[config.mk]
export PLATFORM = sky130hd
export DESIGN_NAME = infix_to_postfix_converter_unit
export DESIGN_NICKNAME = d
export VERILOG_FILES = /design/src/rtl/core/itp_pkg.sv /design/src/rtl/core/itp_ram.sv /design/src/rtl/core/itp_ctrl.sv /design/src/rtl/core/itp_out.sv /design/src/rtl/core/infix_to_postfix_converter_unit.sv
export SDC_FILE = /design/constraint.sdc
export NUM_CORES = 1
export LEC_CHECK = 0
export BUFFER_PORTS_ARGS = -buffer_cell sky130_fd_sc_hd__buf_2
export CELL_PAD_IN_SITES_DETAIL_PLACEMENT = 1
export CELL_PAD_IN_SITES_GLOBAL_PLACEMENT = 2
export CORE_MARGIN = 4
export CORE_UTILIZATION = 25
export CTS_CLUSTER_SIZE = 10
export DETAILED_ROUTE_END_ITERATION = 8
export PLACE_DENSITY = 0.54
export REMOVE_ABC_BUFFERS = 1
export SLEW_MARGIN = 20
export SYNTH_ARGS = -nofsm -noshare
export SYNTH_HDL_FRONTEND = slang
export SYNTH_SLANG_ARGS = --single-unit
[constraint.sdc]
create_clock -name clk -period 5 [get_ports clk]
set_input_delay 1 -clock clk [delete_from_list [all_inputs] [get_ports clk]]
set_output_delay 1 -clock clk [all_outputs]
set_load 0.005 [all_outputs]
[src/rtl/core/itp_pkg.sv]
// ----------------------------------------------------------------------------
// itp_pkg: shared types and constants of the infix to postfix converter
// Character codes, precedence ranks, status codes, item classes, controller
// states, the result beat type and the rank and class functions.
// ----------------------------------------------------------------------------
package itp_pkg;

  localparam int DEF_STACK_DEPTH = 32;

  localparam logic [7:0] LC_A     = 8'd97;
  localparam logic [7:0] LC_Z     = 8'd122;
  localparam logic [7:0] UC_A     = 8'd65;
  localparam logic [7:0] UC_Z     = 8'd90;
  localparam logic [7:0] CH_OPEN  = 8'd40;
  localparam logic [7:0] CH_CLOSE = 8'd41;
  localparam logic [7:0] CH_STAR  = 8'd42;
  localparam logic [7:0] CH_SLASH = 8'd47;
  localparam logic [7:0] CH_PCT   = 8'd37;
  localparam logic [7:0] CH_PLUS  = 8'd43;
  localparam logic [7:0] CH_MINUS = 8'd45;
  localparam logic [7:0] CH_LT    = 8'd60;
  localparam logic [7:0] CH_GT    = 8'd62;

  localparam logic [3:0] RANK_NONE = 4'd0;
  localparam logic [3:0] RANK_MUL  = 4'd1;
  localparam logic [3:0] RANK_ADD  = 4'd2;
  localparam logic [3:0] RANK_CMP  = 4'd3;
  localparam logic [3:0] RANK_OPEN = 4'd8;

  localparam logic [1:0] ST_OK        = 2'd0;
  localparam logic [1:0] ST_UNMATCHED = 2'd1;
  localparam logic [1:0] ST_UNKNOWN   = 2'd2;
  localparam logic [1:0] ST_OVERFLOW  = 2'd3;

  typedef enum logic [2:0] {
    CL_LETTER,
    CL_OPEN,
    CL_CLOSE,
    CL_OP,
    CL_UNKNOWN,
    CL_END
  } cls_t;

  typedef enum logic [2:0] {
    S_IDLE,
    S_READ,
    S_CHECK,
    S_ONE,
    S_FIN
  } state_t;

  typedef struct packed {
    logic [7:0] sym;
    logic       term;
    logic [1:0] status;
    logic       last;
  } res_t;

  function automatic logic [3:0] rank_of(input logic [7:0] c);
    logic [3:0] r;
    case (c) inside
      CH_STAR, CH_SLASH, CH_PCT: r = RANK_MUL;
      CH_PLUS, CH_MINUS:         r = RANK_ADD;
      CH_LT, CH_GT:              r = RANK_CMP;
      CH_OPEN:                   r = RANK_OPEN;
      default:                   r = RANK_NONE;
    endcase
    return r;
  endfunction

  function automatic cls_t classify(input logic kind, input logic [7:0] c);
    cls_t k;
    if (kind) begin
      k = CL_END;
    end else if ((c >= LC_A && c <= LC_Z) || (c >= UC_A && c <= UC_Z)) begin
      k = CL_LETTER;
    end else if (c == CH_OPEN) begin
      k = CL_OPEN;
    end else if (c == CH_CLOSE) begin
      k = CL_CLOSE;
    end else if (rank_of(c) != RANK_NONE) begin
      k = CL_OP;
    end else begin
      k = CL_UNKNOWN;
    end
    return k;
  endfunction

endpackage

[src/rtl/core/itp_ram.sv]
// ----------------------------------------------------------------------------
// itp_ram: generic single-port-write, single-port-read RAM
// One write and one registered read per cycle; read data holds when idle.
// ----------------------------------------------------------------------------
module itp_ram #(
  parameter int WIDTH = 8,
  parameter int DEPTH = 32
) (
  input  logic                     clk,
  input  logic                     wr_en,
  input  logic [$clog2(DEPTH)-1:0] wr_addr,
  input  logic [WIDTH-1:0]         wr_data,
  input  logic                     rd_en,
  input  logic [$clog2(DEPTH)-1:0] rd_addr,
  output logic [WIDTH-1:0]         rd_data
);

  logic [WIDTH-1:0] mem [DEPTH];
  logic [WIDTH-1:0] rd_data_r;

  always_ff @(posedge clk) begin
    if (wr_en) begin
      mem[wr_addr] <= wr_data;
    end
  end

  always_ff @(posedge clk) begin
    if (rd_en) begin
      rd_data_r <= mem[rd_addr];
    end
  end

  assign rd_data = rd_data_r;

endmodule

[src/rtl/core/itp_ctrl.sv]
// ----------------------------------------------------------------------------
// itp_ctrl: shunting-yard sequencer
// Classifies each character, pops the operator stack one entry per read and
// pushes operators; holds one result back until the item's last is known.
// ----------------------------------------------------------------------------
module itp_ctrl #(
  parameter int STACK_DEPTH = itp_pkg::DEF_STACK_DEPTH
) (
  input  logic                           clk,
  input  logic                           rst_n,
  input  logic                           in_valid,
  output logic                           in_ready,
  input  logic                           in_kind,
  input  logic [7:0]                     in_sym,
  output logic                           wr_en,
  output logic [$clog2(STACK_DEPTH)-1:0] wr_addr,
  output logic [7:0]                     wr_data,
  output logic                           rd_en,
  output logic [$clog2(STACK_DEPTH)-1:0] rd_addr,
  input  logic [7:0]                     rd_data,
  output logic                           push_valid,
  input  logic                           push_ready,
  output itp_pkg::res_t                  push_beat
);

  import itp_pkg::*;

  localparam int AW = $clog2(STACK_DEPTH);
  localparam int CW = $clog2(STACK_DEPTH + 1);
  localparam logic [CW-1:0] DEPTH_C = CW'(STACK_DEPTH);

  state_t        state_r, state_nxt;
  cls_t          cls_r, cls_nxt;
  logic [7:0]    sym_r, sym_nxt;
  logic [CW-1:0] cnt_r, cnt_nxt;
  logic          pend_v_r, pend_v_nxt;
  res_t          pend_r, pend_nxt;

  logic cnt_zero, full, can_emit, top_open, top_pops, stall;
  logic emit_req, pop, stk_wr, fin;
  res_t emit_res;

  assign cnt_zero = (cnt_r == '0);
  assign full     = (cnt_r >= DEPTH_C);
  assign can_emit = !pend_v_r || push_ready;
  assign top_open = (rd_data == CH_OPEN);
  assign top_pops = (rank_of(rd_data) <= rank_of(sym_r));
  assign stall    = emit_req && !can_emit;

  assign wr_en   = stk_wr;
  assign wr_addr = AW'(cnt_r);
  assign wr_data = sym_r;
  assign rd_addr = AW'(cnt_r - CW'(1));

  always_comb begin
    in_ready = 1'b0;
    rd_en    = 1'b0;
    stk_wr   = 1'b0;
    emit_req = 1'b0;
    emit_res = '0;
    pop      = 1'b0;
    fin      = 1'b0;
    unique case (state_r)
      S_IDLE: begin
        in_ready = 1'b1;
      end
      S_READ: begin
        if (cnt_zero) begin
          if (cls_r == CL_END) begin
            emit_req      = 1'b1;
            emit_res.term = 1'b1;
          end else if (cls_r == CL_CLOSE) begin
            emit_req        = 1'b1;
            emit_res.status = ST_UNMATCHED;
          end
        end else begin
          rd_en = 1'b1;
        end
      end
      S_CHECK: begin
        case (cls_r)
          CL_END, CL_CLOSE: begin
            pop = 1'b1;
            if (!top_open) begin
              emit_req     = 1'b1;
              emit_res.sym = rd_data;
            end
          end
          CL_OP: begin
            if (top_pops) begin
              pop          = 1'b1;
              emit_req     = 1'b1;
              emit_res.sym = rd_data;
            end
          end
          default: ;
        endcase
      end
      S_ONE: begin
        case (cls_r)
          CL_LETTER: begin
            emit_req     = 1'b1;
            emit_res.sym = sym_r;
          end
          CL_UNKNOWN: begin
            emit_req        = 1'b1;
            emit_res.status = ST_UNKNOWN;
          end
          default: begin
            if (full) begin
              emit_req        = 1'b1;
              emit_res.status = ST_OVERFLOW;
            end else begin
              stk_wr = 1'b1;
            end
          end
        endcase
      end
      S_FIN: begin
        fin = 1'b1;
      end
      default: ;
    endcase
  end

  always_comb begin
    state_nxt = state_r;
    unique case (state_r)
      S_IDLE: begin
        if (in_valid) begin
          case (classify(in_kind, in_sym))
            CL_END, CL_CLOSE, CL_OP: state_nxt = S_READ;
            default:                 state_nxt = S_ONE;
          endcase
        end
      end
      S_READ: begin
        if (!cnt_zero) begin
          state_nxt = S_CHECK;
        end else if (cls_r == CL_OP) begin
          state_nxt = S_ONE;
        end else if (!stall) begin
          state_nxt = S_FIN;
        end
      end
      S_CHECK: begin
        if (!stall) begin
          case (cls_r)
            CL_CLOSE: state_nxt = top_open ? S_FIN : S_READ;
            CL_OP:    state_nxt = top_pops ? S_READ : S_ONE;
            default:  state_nxt = S_READ;
          endcase
        end
      end
      S_ONE: begin
        if (!stall) begin
          state_nxt = S_FIN;
        end
      end
      S_FIN: begin
        if (!pend_v_r || push_ready) begin
          state_nxt = S_IDLE;
        end
      end
      default: state_nxt = S_IDLE;
    endcase
  end

  always_comb begin
    cls_nxt        = cls_r;
    sym_nxt        = sym_r;
    cnt_nxt        = cnt_r;
    pend_v_nxt     = pend_v_r;
    pend_nxt       = pend_r;
    push_valid     = 1'b0;
    push_beat      = pend_r;
    push_beat.last = 1'b0;
    if (in_ready && in_valid) begin
      cls_nxt = classify(in_kind, in_sym);
      sym_nxt = in_sym;
    end
    if (emit_req && can_emit) begin
      push_valid = pend_v_r;
      pend_v_nxt = 1'b1;
      pend_nxt   = emit_res;
    end
    if (pop && !stall) begin
      cnt_nxt = cnt_r - CW'(1);
    end
    if (stk_wr) begin
      cnt_nxt = cnt_r + CW'(1);
    end
    if (fin) begin
      push_valid     = pend_v_r;
      push_beat.last = 1'b1;
      if (push_ready) begin
        pend_v_nxt = 1'b0;
      end
    end
  end

  always_ff @(posedge clk) begin
    if (!rst_n) begin
      state_r  <= S_IDLE;
      cnt_r    <= '0;
      pend_v_r <= 1'b0;
    end else begin
      state_r  <= state_nxt;
      cnt_r    <= cnt_nxt;
      pend_v_r <= pend_v_nxt;
    end
  end

  always_ff @(posedge clk) begin
    cls_r  <= cls_nxt;
    sym_r  <= sym_nxt;
    pend_r <= pend_nxt;
  end

endmodule

[src/rtl/core/itp_out.sv]
// ----------------------------------------------------------------------------
// itp_out: result output register
// Holds one result beat toward the stream receiver and refills on handshake.
// ----------------------------------------------------------------------------
module itp_out (
  input  logic          clk,
  input  logic          rst_n,
  input  logic          push_valid,
  output logic          push_ready,
  input  itp_pkg::res_t push_beat,
  output logic          out_tvalid,
  input  logic          out_tready,
  output logic [7:0]    out_tdata,
  output logic [2:0]    out_tuser,
  output logic          out_tlast
);

  import itp_pkg::*;

  logic valid_r;
  res_t beat_r;

  assign push_ready = !valid_r || out_tready;

  always_ff @(posedge clk) begin
    if (!rst_n) begin
      valid_r <= 1'b0;
    end else if (push_ready) begin
      valid_r <= push_valid;
    end
  end

  always_ff @(posedge clk) begin
    if (push_ready && push_valid) begin
      beat_r <= push_beat;
    end
  end

  assign out_tvalid = valid_r;
  assign out_tdata  = beat_r.sym;
  assign out_tuser  = {beat_r.status, beat_r.term};
  assign out_tlast  = beat_r.last;

endmodule

[src/rtl/core/infix_to_postfix_converter_unit.sv]
// ----------------------------------------------------------------------------
// infix_to_postfix_converter_unit: shunting-yard infix to postfix converter
// Input stream carries one character per beat; result stream carries the
// postfix characters, terminators and error codes.
// ----------------------------------------------------------------------------
// Usage:
//   in_*  : one character per beat; in_tuser = 1 ends an expression and
//           flushes the operator stack.
//   out_* : zero or more result beats per input beat; out_tlast marks the
//           final result caused by that input beat.
//   The stack lives in a RAM with a registered read; each entry examined
//   is addressed in S_READ and compared in S_CHECK. in_tready is high
//   only between items.
//   A stalled receiver holds the output register and, once the one pending
//   result is blocked too, freezes the sequencer.
//   Reset empties the stack and drops any result not yet delivered.
// ----------------------------------------------------------------------------
module infix_to_postfix_converter_unit #(
  parameter int STACK_DEPTH = itp_pkg::DEF_STACK_DEPTH
) (
  input  logic       clk,
  input  logic       rst_n,
  input  logic       in_tvalid,
  output logic       in_tready,
  input  logic [7:0] in_tdata,   // [7:0] symbol_in
  input  logic       in_tuser,   // [0] kind
  output logic       out_tvalid,
  input  logic       out_tready,
  output logic [7:0] out_tdata,  // [7:0] symbol_out
  output logic [2:0] out_tuser,  // [0] is_terminator, [2:1] status
  output logic       out_tlast
);

  import itp_pkg::*;

  localparam int AW = $clog2(STACK_DEPTH);

  logic          wr_en, rd_en;
  logic [AW-1:0] wr_addr, rd_addr;
  logic [7:0]    wr_data, rd_data;
  logic          push_valid, push_ready;
  res_t          push_beat;

  itp_ctrl #(
    .STACK_DEPTH(STACK_DEPTH)
  ) u_ctrl (
    .clk       (clk),
    .rst_n     (rst_n),
    .in_valid  (in_tvalid),
    .in_ready  (in_tready),
    .in_kind   (in_tuser),
    .in_sym    (in_tdata),
    .wr_en     (wr_en),
    .wr_addr   (wr_addr),
    .wr_data   (wr_data),
    .rd_en     (rd_en),
    .rd_addr   (rd_addr),
    .rd_data   (rd_data),
    .push_valid(push_valid),
    .push_ready(push_ready),
    .push_beat (push_beat)
  );

  itp_ram #(
    .WIDTH(8),
    .DEPTH(STACK_DEPTH)
  ) u_stack (
    .clk    (clk),
    .wr_en  (wr_en),
    .wr_addr(wr_addr),
    .wr_data(wr_data),
    .rd_en  (rd_en),
    .rd_addr(rd_addr),
    .rd_data(rd_data)
  );

  itp_out u_out (
    .clk       (clk),
    .rst_n     (rst_n),
    .push_valid(push_valid),
    .push_ready(push_ready),
    .push_beat (push_beat),
    .out_tvalid(out_tvalid),
    .out_tready(out_tready),
    .out_tdata (out_tdata),
    .out_tuser (out_tuser),
    .out_tlast (out_tlast)
  );

endmodule

==> results_dict.tcl <==
set metrics [dict create \
    synthDistinctLibCells 69 \
    rsz0062_at_grt "no" \
    status "finished, final reports clean" \
    setup_tns_ns 0 \
    hpwl_um 19700 \
    stdcell_area_mm2 0.0148 \
    relSlewSlack 0.323 \
    syn_inst 656 \
    maxSlewViolCount 0 \
    cts_tree "done" \
    vias 6312 \
    finalClockSkew_ns 0.0218 \
    grt_remaining_overflow 0 \
    hold_end "u_out.out_tuser[0]" \
    grt_pass1_wl_um 46500 \
    initialDrtViolationCount 420 \
    leakagePower_uw 0.00451 \
    fp.coreArea_mm2 0.0503 \
    fin_nets 735 \
    finalHoldViolCount 0 \
    gr-usage-all-layers 0.116 \
    yosysWarningCount 0 \
    detail_route.wl_per_cell_um 22.3 \
    grt_max_degree 43 \
    synth_xor_area_frac 0.00599 \
    ys_seq_area_frac 0.719 \
    min_path_type "flop to flop" \
    combinationalPowerShare 0.161 \
    tightestPinTransition_ns 1.01 \
    powerDensity_mw_per_mm2 458 \
    viasPerCell 4.50 \
    cts-hold-fix-buffers 0 \
    end_kind "flop" \
    chipWidth_um 234 \
    clockBufferDepth 3 \
    worstHoldPathCells 0 \
    start_util 0.254 \
    die_area_mm2 0.0547 \
    p_switching_uw 1730 \
    synth_top_family_by_area "multiplexers" \
    hold_slack_ns 0.417 \
    synth_mux_area_frac 0.153 \
    synth_compound_area_frac 0.0347 \
    postCtsResizedCells 0 \
    port_buffers 26 \
    startpoint_type "flop" \
    cts_sinks 309 \
    htreeDepth 2 \
    cp.arrival_ns 3.92 \
    p_int_uw 5070 \
    insertion_delay_ns 0.54 \
    worstSetupPathType "flop to flop" \
    syn_area_per_cell_um2 19.4 \
    synthSimpleGateAreaFrac 0.0617 \
    cts-buffers-inserted 38 \
    grt_pass1_vias 6719 \
    syn-cell-area_mm2 0.0127 \
    wl_um 31300 \
    nFillCells 5166 \
    ir_drop_v 0.000200 \
    drtAntennaViolNets 0 \
    path_clk_slew_ns 0.05 \
    io_pins 27 \
    yosys_most_used_dff "edfxtp_1" \
    required_ns 5.16 \
    synthArstFlopShare 0 \
    drc 0 \
    antenna_cells 0 \
    fin_crit_sh 0.752 \
    drt_first_pass_iters 4 \
    gp_congestion 0.732 \
    dieHeight_um 234 \
    area_delta_synth_final_pct 16.5 \
    num_rows 82 \
    rr_worst_depth 11 \
    fin_crit_ns 3.76 \
    finalNonFillerCells 1403 \
    max_freq_mhz 266 \
    seq_power_share 0.460 \
    synth_fa_ha_area_frac 0.00687 \
    final_layout_size_suffix_gt1_frac 0.269 \
    dp.cells 1347 \
    r2r_start "u_ctrl.wr_data[2]" \
    critical_path.reg2reg.endpoint "u_out.out_tdata[5]" \
    place_area_mm2 0.0137 \
    finalSetupViolCount 0 \
    r2r_setup_slack_ns 1.24 \
    critPathMaxFanout 19 \
    maxCapViolCount 0 \
    p_clk_frac 0.379 \
    antenna_found_initial 1 \
    switching_share 0.255 \
    postCtsSetupBuffers 0 \
    synth-seq-cells 309 \
    root_buffer "clkbuf_16" \
    synth_edf_count 298 \
    min_from "u_ctrl.push_beat[3]" \
]
-- critical path, cell delays in order, from the launching register on --
cell,delay [ns]
edfxtp_1,0.85
nor4bb_1,0.37
a31oi_1,0.06
o21ai_0,0.14
and2_1,0.14
ha_1,0.13
inv_1,0.04
a211o_2,0.35
a211oi_2,0.31
a211o_4,0.20
o21ai_0,0.10
nor2_1,0.68
-- per-layer routing --
| layer | track usage | wire length [um] | up-vias |
|---|---|---|---|
| met2 | 0.182 | 14800 | 109 |
| met4 | 0.0340 | 767 | 0 |
| met3 | 0.0255 | 1320 | 52 |
| li1 | - | - | 2822 |
| met1 | 0.162 | 14400 | 3329 |
| met5 | 0 | 0 | - |
-- registers in the layout, indices dropped and copies added, names as in the netlist --
register,flops
u_out.out_tlast,1
u_ctrl.pend_v_r,1
u_ctrl.wr_data,8
u_ctrl.push_beat,11
u_out.out_tvalid,1
u_stack.rd_data,8
u_ctrl.cnt_r,6
u_ctrl.state_r,3
u_ctrl.cls_r,3
u_out.out_tdata,8
u_out.out_tuser,3
u_stack.mem,256
-- power groups by stage --
stage | combinational [uW] | clock [uW] | sequential, uW
after floorplan | 642 | 0 | 3220
after global placement | 1120 | 0 | 3180
after detailed placement | 1120 | 0 | 3190
after CTS | 1120 | 2660 | 3130
final | 1090 | 2580 | 3130
after global routing | 1180 | 2770 | 3150
-- final cells by class --
class	count	area, um2	share of cell area
sequential	309	9170	0.618
clock buffer	50	1060	0.0714
multi-input combinational	311	3360	0.227
tap	672	841	0.0566
clock inverter	6	76.3	0.00514
timing repair buffer	47	300	0.0202
inverter	8	32.5	0.00219
-- synthesized netlist by cell type, types with 3 or more instances --
cell type	number	area share
a21o_1	3	0.0018
a21oi_1	10	0.0039
a22o_1	9	0.0062
a31oi_1	4	0.0020
and2_1	8	0.0039
buf_2	6	0.0024
buf_4	4	0.0024
buf_6	6	0.0053
clkbuf_1	6	0.0018
clkbuf_8	3	0.0032
dfxtp_1	11	0.017
edfxtp_1	298	0.70
ha_1	7	0.0069
inv_1	7	0.0021
mux2_2	8	0.0071
mux2i_1	3	0.0024
mux4_1	7	0.014
mux4_2	73	0.13
nand2_1	20	0.0059
nand2b_1	5	0.0025
nand3_1	12	0.0047
nand3b_1	6	0.0035
nand4b_1	3	0.0021
nor2_1	47	0.014
nor2b_1	5	0.0025
nor3_1	13	0.0051
nor3b_1	3	0.0018
o211ai_1	3	0.0018
o21ai_0	11	0.0043
or3_1	3	0.0015
xnor2_1	3	0.0021
-- layout by cell type, fill, tap and decap left out, types with 4 or more instances in the layout --
master,n
mux2_2,8
and2_1,8
buf_2,26
nor3_1,12
nor2b_1,5
o21ai_0,11
mux4_2,73
nand2_1,20
buf_4,20
inv_1,7
nand2b_1,5
clkbuf_1,9
ha_1,6
edfxtp_1,298
nand3_1,12
clkbuf_16,41
a21oi_1,10
nor2_1,45
dfxtp_1,10
mux4_1,7
nand3b_1,6
a31oi_1,4
a22o_1,9
-- how the worst max path moves through the flow --
| stage | depth (start not counted) | to | from |
|---|---|---|---|
| global placement | 11 | u_out.out_tdata[2] | u_ctrl.wr_data[2] |
| global route | 11 | u_out.out_tdata[5] | u_ctrl.wr_data[2] |
| detailed placement | 11 | u_out.out_tdata[2] | u_ctrl.wr_data[2] |
| CTS | 11 | u_out.out_tdata[2] | u_ctrl.wr_data[2] |
| floorplan | 5 | u_stack.rd_data[3] | u_ctrl.cnt_r[0] |
| finish | 11 | u_out.out_tdata[5] | u_ctrl.wr_data[2] |
-- metrics by stage --
| stage | utilization | setup WS (ns) | power (uW) |
|---|---|---|---|
| 2_1_floorplan | - | -1.25 | 3870 |
| 3_3_place_gp | 0.273 | 1.30 | 4300 |
| 3_5_place_dp | 0.273 | 1.16 | 4300 |
| 4_1_cts | 0.295 | 1.18 | 6920 |
| 5_1_grt | 0.295 | 0.963 | 7100 |
| 6_report | 0.295 | 1.24 | 6800 |
-- logic make-up (layout without fill, tap and decap cells) --
kind of cell,Yosys count,after routing
and+or+nand+nor,146,146
adders and majority gates,7,7
buffers and inverters,36,111
DFF,309,309
AOI/OAI and AO/OA,60,60
muxes,91,91
xor gates and xnor gates,7,7
No activity file was read; power rests on OpenSTA's default activity.
